<file path="config.mk">
export PLATFORM = sky130hd
export DESIGN_NAME = blit_pixel_convert_blend_top
export DESIGN_NICKNAME = d
export VERILOG_FILES = /design/src/rtl/bpcb_pkg.sv /design/src/rtl/bpcb_blend_lane.sv /design/src/rtl/blit_pixel_convert_blend_top.sv
export SDC_FILE = /design/constraint.sdc
export NUM_CORES = 2
export LEC_CHECK = 0
export ABC_CLOCK_PERIOD_IN_PS = 5800
export BUFFER_PORTS_ARGS = -buffer_cell sky130_fd_sc_hd__buf_2
export CELL_PAD_IN_SITES_DETAIL_PLACEMENT = 1
export CELL_PAD_IN_SITES_GLOBAL_PLACEMENT = 2
export CORE_ASPECT_RATIO = 2
export CORE_UTILIZATION = 31
export DETAILED_ROUTE_END_ITERATION = 10
export PLACE_DENSITY = 0.65
export SYNTH_ARGS = -nofsm -noshare
export SYNTH_HDL_FRONTEND = slang
export SYNTH_SLANG_ARGS = --single-unit
</file>
<file path="constraint.sdc">
create_clock -name clk -period 5.8 [get_ports clk]
set_input_delay 0.58 -clock clk [delete_from_list [all_inputs] [get_ports clk]]
set_output_delay 0.58 -clock clk [all_outputs]
set_load 0.01 [all_outputs]
</file>
<file path="src/rtl/bpcb_pkg.sv">
// Shared types, constants and layout helpers for the pixel convert/blend blit stage.
`timescale 1ns / 1ps
`default_nettype none

package bpcb_pkg;

    localparam int unsigned CHAN_BITS = 8;
    localparam int unsigned LAYOUT_W  = 42;
    localparam int unsigned PIX_W     = 32;
    localparam int unsigned CFG_IDX_W = 3;

    localparam logic [7:0]  OPAQUE    = 8'd255;
    // ceil(2^23 / 255): x * RECIP_255 >> 23 equals x / 255 for any 16-bit x
    localparam logic [15:0] RECIP_255 = 16'd32897;

    // Configuration register indexes
    localparam logic [CFG_IDX_W-1:0] REG_SOURCE_LAYOUT = 3'd0;
    localparam logic [CFG_IDX_W-1:0] REG_DEST_LAYOUT   = 3'd1;
    localparam logic [CFG_IDX_W-1:0] REG_COLOR_KEY     = 3'd2;
    localparam logic [CFG_IDX_W-1:0] REG_BLIT_MODE     = 3'd3;
    localparam logic [CFG_IDX_W-1:0] REG_SURFACE_ALPHA = 3'd4;

    // One channel of a pixel layout, width already saturated to 8
    typedef struct packed {
        logic [31:0] mask;
        logic [4:0]  shift;
        logic [3:0]  width;
    } chan_fmt_t;

    // Channel order r, g, b, a
    typedef struct packed {
        chan_fmt_t [3:0] chan;
        logic [5:0]      bpp;
    } layout_t;

    // Load strobes for the blend lanes
    typedef struct packed {
        logic load_sum;
        logic load_quo;
    } lane_ctl_t;

    function automatic layout_t decode_layout(input logic [LAYOUT_W-1:0] word);
        layout_t    lay;
        logic [8:0] fld;
        logic [3:0] w;
        logic [8:0] ones;
        for (int c = 0; c < 4; c++) begin
            fld  = word[9*c +: 9];
            w    = (fld[8:5] > 4'd8) ? 4'd8 : fld[8:5];
            ones = (9'd1 << w) - 9'd1;
            lay.chan[c].width = w;
            lay.chan[c].shift = fld[4:0];
            lay.chan[c].mask  = {24'd0, ones[7:0]} << fld[4:0];
        end
        lay.bpp = word[41:36];
        return lay;
    endfunction

    // Extract a channel and scale it up to 8 bits
    function automatic logic [7:0] unpack_chan(input logic [31:0] pix, input chan_fmt_t f);
        logic [31:0] v;
        logic [3:0]  sh;
        logic [7:0]  r;
        v  = (pix & f.mask) >> f.shift;
        sh = 4'd8 - f.width;
        r  = v[7:0] << sh[2:0];
        if (f.width == 4'd0)
        begin
            r = 8'd0;
        end
        return r;
    endfunction

    // Scale an 8-bit channel down to the field width and place it
    function automatic logic [31:0] pack_chan(input logic [7:0] v, input chan_fmt_t f);
        logic [3:0]  sh;
        logic [7:0]  t;
        logic [31:0] r;
        sh = 4'd8 - f.width;
        t  = v >> sh[2:0];
        r  = ({24'd0, t} << f.shift) & f.mask;
        if (f.width == 4'd0)
        begin
            r = 32'd0;
        end
        return r;
    endfunction

endpackage

`default_nettype wire

</file>
<file path="src/rtl/bpcb_blend_lane.sv">
// One color lane of the blend: weighted sum, then divide by 255 via reciprocal multiply.
`timescale 1ns / 1ps
`default_nettype none

module bpcb_blend_lane
    import bpcb_pkg::*;
(
    input  wire logic      clk,
    input  wire lane_ctl_t ctl,
    input  wire logic [7:0] s,
    input  wire logic [7:0] d,
    input  wire logic [7:0] a,
    output logic [7:0]      quo
);

    logic [15:0] sum_reg;
    logic [15:0] sum_next;
    logic [7:0]  quo_reg;
    logic [7:0]  quo_next;
    logic [15:0] prod_s;
    logic [15:0] prod_d;
    logic [7:0]  inv_a;
    logic [31:0] scaled;

    // s*a + d*(255-a), at most 255*255 so it fits 16 bits
    always_comb
    begin
        inv_a    = OPAQUE - a;
        prod_s   = {8'd0, s} * {8'd0, a};
        prod_d   = {8'd0, d} * {8'd0, inv_a};
        sum_next = prod_s + prod_d;
    end

    // Exact floor(sum / 255) for any sum up to 255*255
    always_comb
    begin
        scaled   = {16'd0, sum_reg} * {16'd0, RECIP_255};
        quo_next = scaled[30:23];
    end

    always_ff @(posedge clk)
    begin
        if (ctl.load_sum)
        begin
            sum_reg <= sum_next;
        end
        if (ctl.load_quo)
        begin
            quo_reg <= quo_next;
        end
    end

    assign quo = quo_reg;

endmodule

`default_nettype wire

</file>
<file path="src/rtl/blit_pixel_convert_blend_top.sv">
// Top level of the pixel convert/blend blit stage: config registers and 5-stage pipeline.
//
//  channel | dir | handshake              | payload
//  --------+-----+------------------------+--------------------------------------------
//  s_*     | in  | s_tvalid / s_tready    | s_tdata: source_pixel, dest_pixel
//  m_*     | out | m_tvalid / m_tready    | m_tdata: write_enable, new_pixel, zero pad
//  cfg_*   | in  | cfg_valid / cfg_ready  | cfg_index, cfg_data (register write)
//
//  One request per cycle sustained while m_tready stays high.
//  Stages: input reg, unpack/classify, blend sums, divide by 255, pack to output reg.
//  Each stage holds while its successor is full and stalled; bubbles are squeezed out.
//  rst_n clears the stage valid bits and the config registers (surface alpha to 255).
//  cfg_ready is always high; the user must change config only while the pipeline is empty (not enforced).
`timescale 1ns / 1ps
`default_nettype none

module blit_pixel_convert_blend_top
    import bpcb_pkg::*;
(
    input  wire logic                 clk,
    input  wire logic                 rst_n,
    input  wire logic                 s_tvalid,
    output logic                      s_tready,
    input  wire logic [63:0]          s_tdata,   // [31:0] source_pixel, [63:32] dest_pixel
    output logic                      m_tvalid,
    input  wire logic                 m_tready,
    output logic [39:0]               m_tdata,   // [0] write_enable, [32:1] new_pixel, [39:33] 0
    input  wire logic                 cfg_valid,
    output logic                      cfg_ready,
    input  wire logic [CFG_IDX_W-1:0] cfg_index,
    input  wire logic [LAYOUT_W-1:0]  cfg_data
);

    typedef struct packed {
        logic pass;
        logic drop;
        logic blend;
    } route_t;

    // Configuration registers
    logic [LAYOUT_W-1:0] source_layout_reg;
    logic [LAYOUT_W-1:0] dest_layout_reg;
    logic [31:0]         color_key_reg;
    logic [1:0]          blit_mode_reg;
    logic [7:0]          surface_alpha_reg;

    // Pipeline control, bit k is stage k+1
    logic [4:0] valid_reg;
    logic [4:0] stage_en;

    // Stage 1
    logic [31:0] src_1_reg;
    logic [31:0] dst_1_reg;
    // Stage 2
    logic [31:0]     src_2_reg;
    logic [2:0][7:0] sch_2_reg;
    logic [2:0][7:0] dch_2_reg;
    logic [7:0]      a_2_reg;
    logic [7:0]      da_2_reg;
    route_t          route_2_reg;
    // Stage 3
    logic [31:0]     src_3_reg;
    logic [2:0][7:0] col_3_reg;
    logic [7:0]      alpha_3_reg;
    route_t          route_3_reg;
    // Stage 4
    logic [31:0]     src_4_reg;
    logic [2:0][7:0] col_4_reg;
    logic [7:0]      alpha_4_reg;
    route_t          route_4_reg;
    // Stage 5 (output)
    logic        we_5_reg;
    logic [31:0] pix_5_reg;

    layout_t         src_lay;
    layout_t         dst_lay;
    logic [3:0][7:0] sch_1;
    logic [3:0][7:0] dch_1;
    logic            key_on;
    logic            alpha_on;
    logic            same;
    logic [7:0]      a_1;
    logic [7:0]      da_1;
    route_t          route_1;
    logic [7:0]      alpha_2;
    logic [2:0][7:0] quo_4;
    logic [3:0][7:0] ch_4;
    logic [31:0]     pix_4;
    logic            we_4;
    logic [31:0]     pix_out_4;
    lane_ctl_t       lane_ctl;

    // Config write port
    assign cfg_ready = 1'b1;

    always_ff @(posedge clk or negedge rst_n)
    begin
        if (!rst_n)
        begin
            source_layout_reg <= '0;
            dest_layout_reg   <= '0;
            color_key_reg     <= '0;
            blit_mode_reg     <= '0;
            surface_alpha_reg <= OPAQUE;
        end
        else if (cfg_valid)
        begin
            case (cfg_index)
                REG_SOURCE_LAYOUT: source_layout_reg <= cfg_data;
                REG_DEST_LAYOUT:   dest_layout_reg   <= cfg_data;
                REG_COLOR_KEY:     color_key_reg     <= cfg_data[31:0];
                REG_BLIT_MODE:     blit_mode_reg     <= cfg_data[1:0];
                REG_SURFACE_ALPHA: surface_alpha_reg <= cfg_data[7:0];
                default:           ;
            endcase
        end
    end

    // Stage enables: a stage loads when empty or when the next one moves
    always_comb
    begin
        stage_en[4] = !valid_reg[4] || m_tready;
        for (int k = 3; k >= 0; k--)
        begin
            stage_en[k] = !valid_reg[k] || stage_en[k+1];
        end
    end

    assign s_tready = stage_en[0];
    assign m_tvalid = valid_reg[4];
    assign m_tdata  = {7'd0, pix_5_reg, we_5_reg};

    always_ff @(posedge clk or negedge rst_n)
    begin
        if (!rst_n)
        begin
            valid_reg <= '0;
        end
        else
        begin
            if (stage_en[0])
            begin
                valid_reg[0] <= s_tvalid;
            end
            for (int k = 1; k < 5; k++)
            begin
                if (stage_en[k])
                begin
                    valid_reg[k] <= valid_reg[k-1];
                end
            end
        end
    end

    // Stage 1: unpack both pixels, key compare, alpha source, routing
    always_comb
    begin
        src_lay  = decode_layout(source_layout_reg);
        dst_lay  = decode_layout(dest_layout_reg);
        key_on   = blit_mode_reg[0];
        alpha_on = blit_mode_reg[1];
        same     = (src_lay.bpp == dst_lay.bpp);
        for (int c = 0; c < 4; c++)
        begin
            sch_1[c] = unpack_chan(src_1_reg, src_lay.chan[c]);
            dch_1[c] = unpack_chan(dst_1_reg, dst_lay.chan[c]);
            if (src_lay.chan[c].mask != dst_lay.chan[c].mask)
            begin
                same = 1'b0;
            end
        end
        // Pixel alpha only when blending and the source carries alpha
        if (alpha_on && src_lay.chan[3].width != 4'd0)
        begin
            a_1 = sch_1[3];
        end
        else if (alpha_on)
        begin
            a_1 = surface_alpha_reg;
        end
        else
        begin
            a_1 = OPAQUE;
        end
        da_1 = (dst_lay.chan[3].width != 4'd0) ? dch_1[3] : OPAQUE;
        route_1.pass  = !key_on && !alpha_on && same;
        route_1.drop  = !route_1.pass &&
                        ((key_on && src_1_reg == color_key_reg) || (alpha_on && a_1 == 8'd0));
        route_1.blend = alpha_on && a_1 != OPAQUE;
    end

    // Stage 2 alpha: larger of source and destination when blending
    always_comb
    begin
        alpha_2 = a_2_reg;
        if (route_2_reg.blend && da_2_reg > a_2_reg)
        begin
            alpha_2 = da_2_reg;
        end
    end

    // Blend lanes span stages 3 and 4
    assign lane_ctl.load_sum = stage_en[2];
    assign lane_ctl.load_quo = stage_en[3];

    for (genvar c = 0; c < 3; c++)
    begin : g_lane
        bpcb_blend_lane u_lane (
            .clk (clk),
            .ctl (lane_ctl),
            .s   (sch_2_reg[c]),
            .d   (dch_2_reg[c]),
            .a   (a_2_reg),
            .quo (quo_4[c])
        );
    end

    // Stage 4: pick blended or plain channels, pack into destination layout, then apply pass or drop
    always_comb
    begin
        ch_4[3] = alpha_4_reg;
        for (int c = 0; c < 3; c++)
        begin
            ch_4[c] = route_4_reg.blend ? quo_4[c] : col_4_reg[c];
        end
        pix_4 = 32'd0;
        for (int c = 0; c < 4; c++)
        begin
            pix_4 = pix_4 | pack_chan(ch_4[c], dst_lay.chan[c]);
        end
        if (route_4_reg.pass)
        begin
            we_4      = 1'b1;
            pix_out_4 = src_4_reg;
        end
        else if (route_4_reg.drop)
        begin
            we_4      = 1'b0;
            pix_out_4 = 32'd0;
        end
        else
        begin
            we_4      = 1'b1;
            pix_out_4 = pix_4;
        end
    end

    // Payload registers
    always_ff @(posedge clk)
    begin
        if (stage_en[0])
        begin
            src_1_reg <= s_tdata[31:0];
            dst_1_reg <= s_tdata[63:32];
        end
        if (stage_en[1])
        begin
            src_2_reg   <= src_1_reg;
            sch_2_reg   <= sch_1[2:0];
            dch_2_reg   <= dch_1[2:0];
            a_2_reg     <= a_1;
            da_2_reg    <= da_1;
            route_2_reg <= route_1;
        end
        if (stage_en[2])
        begin
            src_3_reg   <= src_2_reg;
            col_3_reg   <= sch_2_reg;
            alpha_3_reg <= alpha_2;
            route_3_reg <= route_2_reg;
        end
        if (stage_en[3])
        begin
            src_4_reg   <= src_3_reg;
            col_4_reg   <= col_3_reg;
            alpha_4_reg <= alpha_3_reg;
            route_4_reg <= route_3_reg;
        end
        if (stage_en[4])
        begin
            we_5_reg  <= we_4;
            pix_5_reg <= pix_out_4;
        end
    end

    // A stalled stage keeps its request
    assert property (@(posedge clk) disable iff (!rst_n)
        1'b1 |=> ((valid_reg & $past(valid_reg & ~stage_en)) == $past(valid_reg & ~stage_en)))
        else $error("stalled pipeline stage lost its request");

    // Full pipeline with a stalled output takes nothing new
    assert property (@(posedge clk) disable iff (!rst_n)
        (valid_reg == 5'b11111 && !m_tready) |-> !s_tready)
        else $error("input accepted into a full stalled pipeline");

    // A dropped pixel carries a zero value
    assert property (@(posedge clk) disable iff (!rst_n)
        (m_tvalid && !m_tdata[0]) |-> (m_tdata[32:1] == 32'd0))
        else $error("dropped pixel with nonzero value");

endmodule

`default_nettype wire

</file>
==> flow_metrics.py <==
metrics = {
    "outcome": {
        "outcome": "finished with violations",
        "violations": "max-capacitance violations, max-slew violations, negative setup slack",
    },
    "timing": {
        "period_minus_slack_ns": 5.87,
        "max_freq_mhz": 170,
        "fin_skew_ns": 0.0509,
        "setup_viol": 6,
        "worst_slew_pin_slew_ns": 1.55,
        "relSlewSlack_pct": -3.49,
        "hold_viol": 0,
        "timing.final.crit_share_pct": 101,
        "rsz0062_at_grt": "true",
        "setup_slack_ns": -0.0676,
        "drv_slew": 4,
    },
    "setup_path": {
        "r2r_slack_ns": -0.07,
        "reg2reg_to": "g_lane[0].u_lane.sum_reg[15]$_DFFE_PP_",
        "crit_fanout": 4,
        "endpoint": "g_lane[0].u_lane.sum_reg[15]$_DFFE_PP_",
        "reg2reg_depth": 23,
        "end_kind": "flip-flop",
        "criticalPathCategory": "flip-flop to flip-flop",
        "crit_path_start": "a_2_reg[3]$_DFFE_PP_",
        "cp.required_ns": 6.32,
        "worst_setup_path_start_kind": "flip-flop",
        "worst_ep_arrival_time_ns": 6.39,
        "worstReg2RegStart": "a_2_reg[3]$_DFFE_PP_",
    },
    "floorplan": {
        "design.core.area_sq_um": 200000,
        "start_util_pct": 31.3,
        "die_x_microns": 320,
        "fp-row-count": 232,
        "die_h_microns": 637,
        "pin_count": 157,
        "die_area_sq_um": 204000,
    },
    "synthesis": {
        "ys.flop_type": "edfxtp_1",
        "synth_cell_type_count": 115,
        "synth_edf_count": 402,
        "ys_ff_latch": 533,
        "yosys_warnings": 0,
        "syn_area_sq_um": 62600,
        "async_flop_share_pct": 24.6,
        "synth_seq_area_share_pct": 24.5,
        "syn_avg_cell_area_sq_um": 8.42,
        "synth_cells": 7433,
    },
    "layout": {
        "multi_input_area_sq_um": 44500,
        "nets": 9051,
        "regArea_sq_um": 15400,
        "fin_cells": 10900,
        "area_growth_pct": 22.6,
        "num-fill-cells": 23500,
        "largest_reg_flops": 48,
        "drive_gt1_share_pct": 21.0,
    },
    "route": {
        "detail_route.wl_per_cell_microns": 40.5,
        "drt_wl_total_microns": 440000,
        "viasPerCell": 6.26,
        "drt-pass1-iter-count": 6,
        "initialDrtViolationCount": 5598,
        "drc": 0,
        "vias": 68000,
        "antenna_left": 0,
    },
    "placement": {
        "dp_hpwl_microns": 356000,
        "port_buffers": 148,
        "dp.cells": 10600,
        "gp_congestion": 1.06,
    },
    "cts": {
        "clkSinkCount": 533,
        "cts-htree-levels": 2,
        "clock_path_buffers": 3,
        "cts_tree": "done",
        "clk_latency_ns": 0.81,
        "clk_pin_slew_ns": 0.07,
        "cts_buffers": 59,
        "cts_root_buf": "clkbuf_16",
    },
    "global_route": {
        "track_usage_pct": 42.5,
        "first_global_vias": 71200,
        "antenna_found_initial": 42,
        "grt_max_degree": 117,
        "grt_pass1_wl_microns": 595000,
        "overflow": 0,
    },
    "job": {
        "cap_violations": 2,
    },
    "worst_hold_path": {
        "hold_path_class": "primary input to flip-flop",
    },
}
## cell families (layout without fill, tap and decap cells)
group / after synthesis / in the layout / synth area share, %
simple gates: 2674 / 2674 / 20.6
compound gates: 1941 / 1941 / 22.0
buf+inv: 1053 / 1869 / 6.46
fa+ha+maj: 730 / 730 / 18.0
flops: 533 / 533 / 24.5
mux: 292 / 292 / 5.40
xor+xnor: 208 / 208 / 2.91
other cells: 2 / 39 / 0.0120
## metrics by stage
step	TNS (ns)	setup WS, ns	hold WS, ns	cell area (sq um)	utilization [%]
after floorplan	0	0.00806	0.284	62600	-
after global placement	-4.54	-0.508	0.400	72300	36.2
after detailed placement	-4.94	-0.417	0.405	72300	36.2
after CTS	-0.294	-0.127	0.00406	75600	37.8
after global routing	-2.38	-0.309	0.0114	76700	38.3
final	-0.211	-0.0676	0.0215	76700	38.4
## cell type report
cell class | instances | share of cell area, %
multi-input cells | 5856 | 58.0
flip-flops and latches | 533 | 20.0
repair buffers | 1228 | 12.3
well taps | 2574 | 4.20
inverters | 529 | 2.60
clock buffers | 67 | 2.00
clock inverters | 45 | 0.783
diodes | 28 | 0.0913
## critical path, stage by stage, from the launching register on
cell and delay [ns]:
edfxtp_1 0.48, inv_1 0.18, buf_4 0.15, nand2_1 0.06, fa_1 0.51, fa_1 0.55, inv_1 0.06, fa_1 0.49
inv_2 0.08, fa_1 0.58, fa_1 0.45, fa_1 0.49, inv_1 0.06, ha_4 0.27, inv_1 0.05, o21bai_2 0.18
a21oi_2 0.09, o21bai_1 0.17, a21oi_2 0.09, o21bai_1 0.16, a21oi_2 0.09, o21bai_1 0.13, a21oi_1 0.10, xnor2_1 0.13
## layer usage
| metal | routed length [microns] | part of all wire (%) | GRT usage, % |
|---|---|---|---|
| met4 | 65100 | 15 | 51.2 |
| met1 | 134000 | 30 | 38.0 |
| met5 | 131 | 0.030 | 0 |
| met2 | 217000 | 49 | 73.8 |
| met3 | 23900 | 5.4 | 8.65 |
## layout by cell type (no fill, tap or decap), drive strengths merged, types with 45 or more instances in the layout
master and n:
o211ai 97, o21a 45, a32oi 80, dfrtp 123
mux2i 162, nor2b 196, nor4 76, o21ai 363
nor3 231, nor2 533, buf 1165, and3 51
a31oi 111, inv 519, nand4 81, o32ai 58
and2 136, clkbuf 70, fa 288, a21oi 283
a21o 48, nand2b 72, nand2 874, o31ai 64
nand3 242, xnor2 136, mux2 105, a211oi 94
xor2 72, o22ai 100, dlygate4sd3 60, edfxtp 402
ha 442
## cells in the mapped netlist (196+ instances only)
cell	number	share of area (%)
a21oi_1	282	2.3
clkbuf_1	425	2.5
edfxtp_1	402	19
fa_1	288	9.2
ha_1	442	8.8
inv_1	508	3.0
nand2_1	873	5.2
nand3_1	241	1.9
nor2_1	531	3.2
nor2b_1	196	2.0
nor3_1	231	1.8
o21ai_0	357	2.9
## worst min-delay path by stage
| stage | from | end | cells past startpoint |
|---|---|---|---|
| finish | s_tdata[47] | dst_1_reg[15]$_DFFE_PP_ | 1 |
| global route | cfg_data[39] | source_layout_reg[39]$_DFFE_PN0P_ | 2 |
| floorplan | rst_n | blit_mode_reg[0]$_DFFE_PN0P_ | 0 |
| global placement | src_2_reg[19]$_DFFE_PP_ | src_3_reg[19]$_DFFE_PP_ | 0 |
| detailed placement | col_3_reg[14]$_DFFE_PP_ | col_4_reg[14]$_DFFE_PP_ | 0 |
| CTS | s_tdata[58] | dst_1_reg[26]$_DFFE_PP_ | 1 |
## what timing repair did
item	CTS	global route
pin swaps	43	81
hold endpoints to repair	92	0
hold buffers	60	0
cloned	1	2
resized for setup	80	178
buffers inserted	9	27
endpoints found under the setup margin	33	58
Power is left out: the tool's default activity adds up to more than one toggle a clock period on the data nets, which glitch-free logic cannot reach.
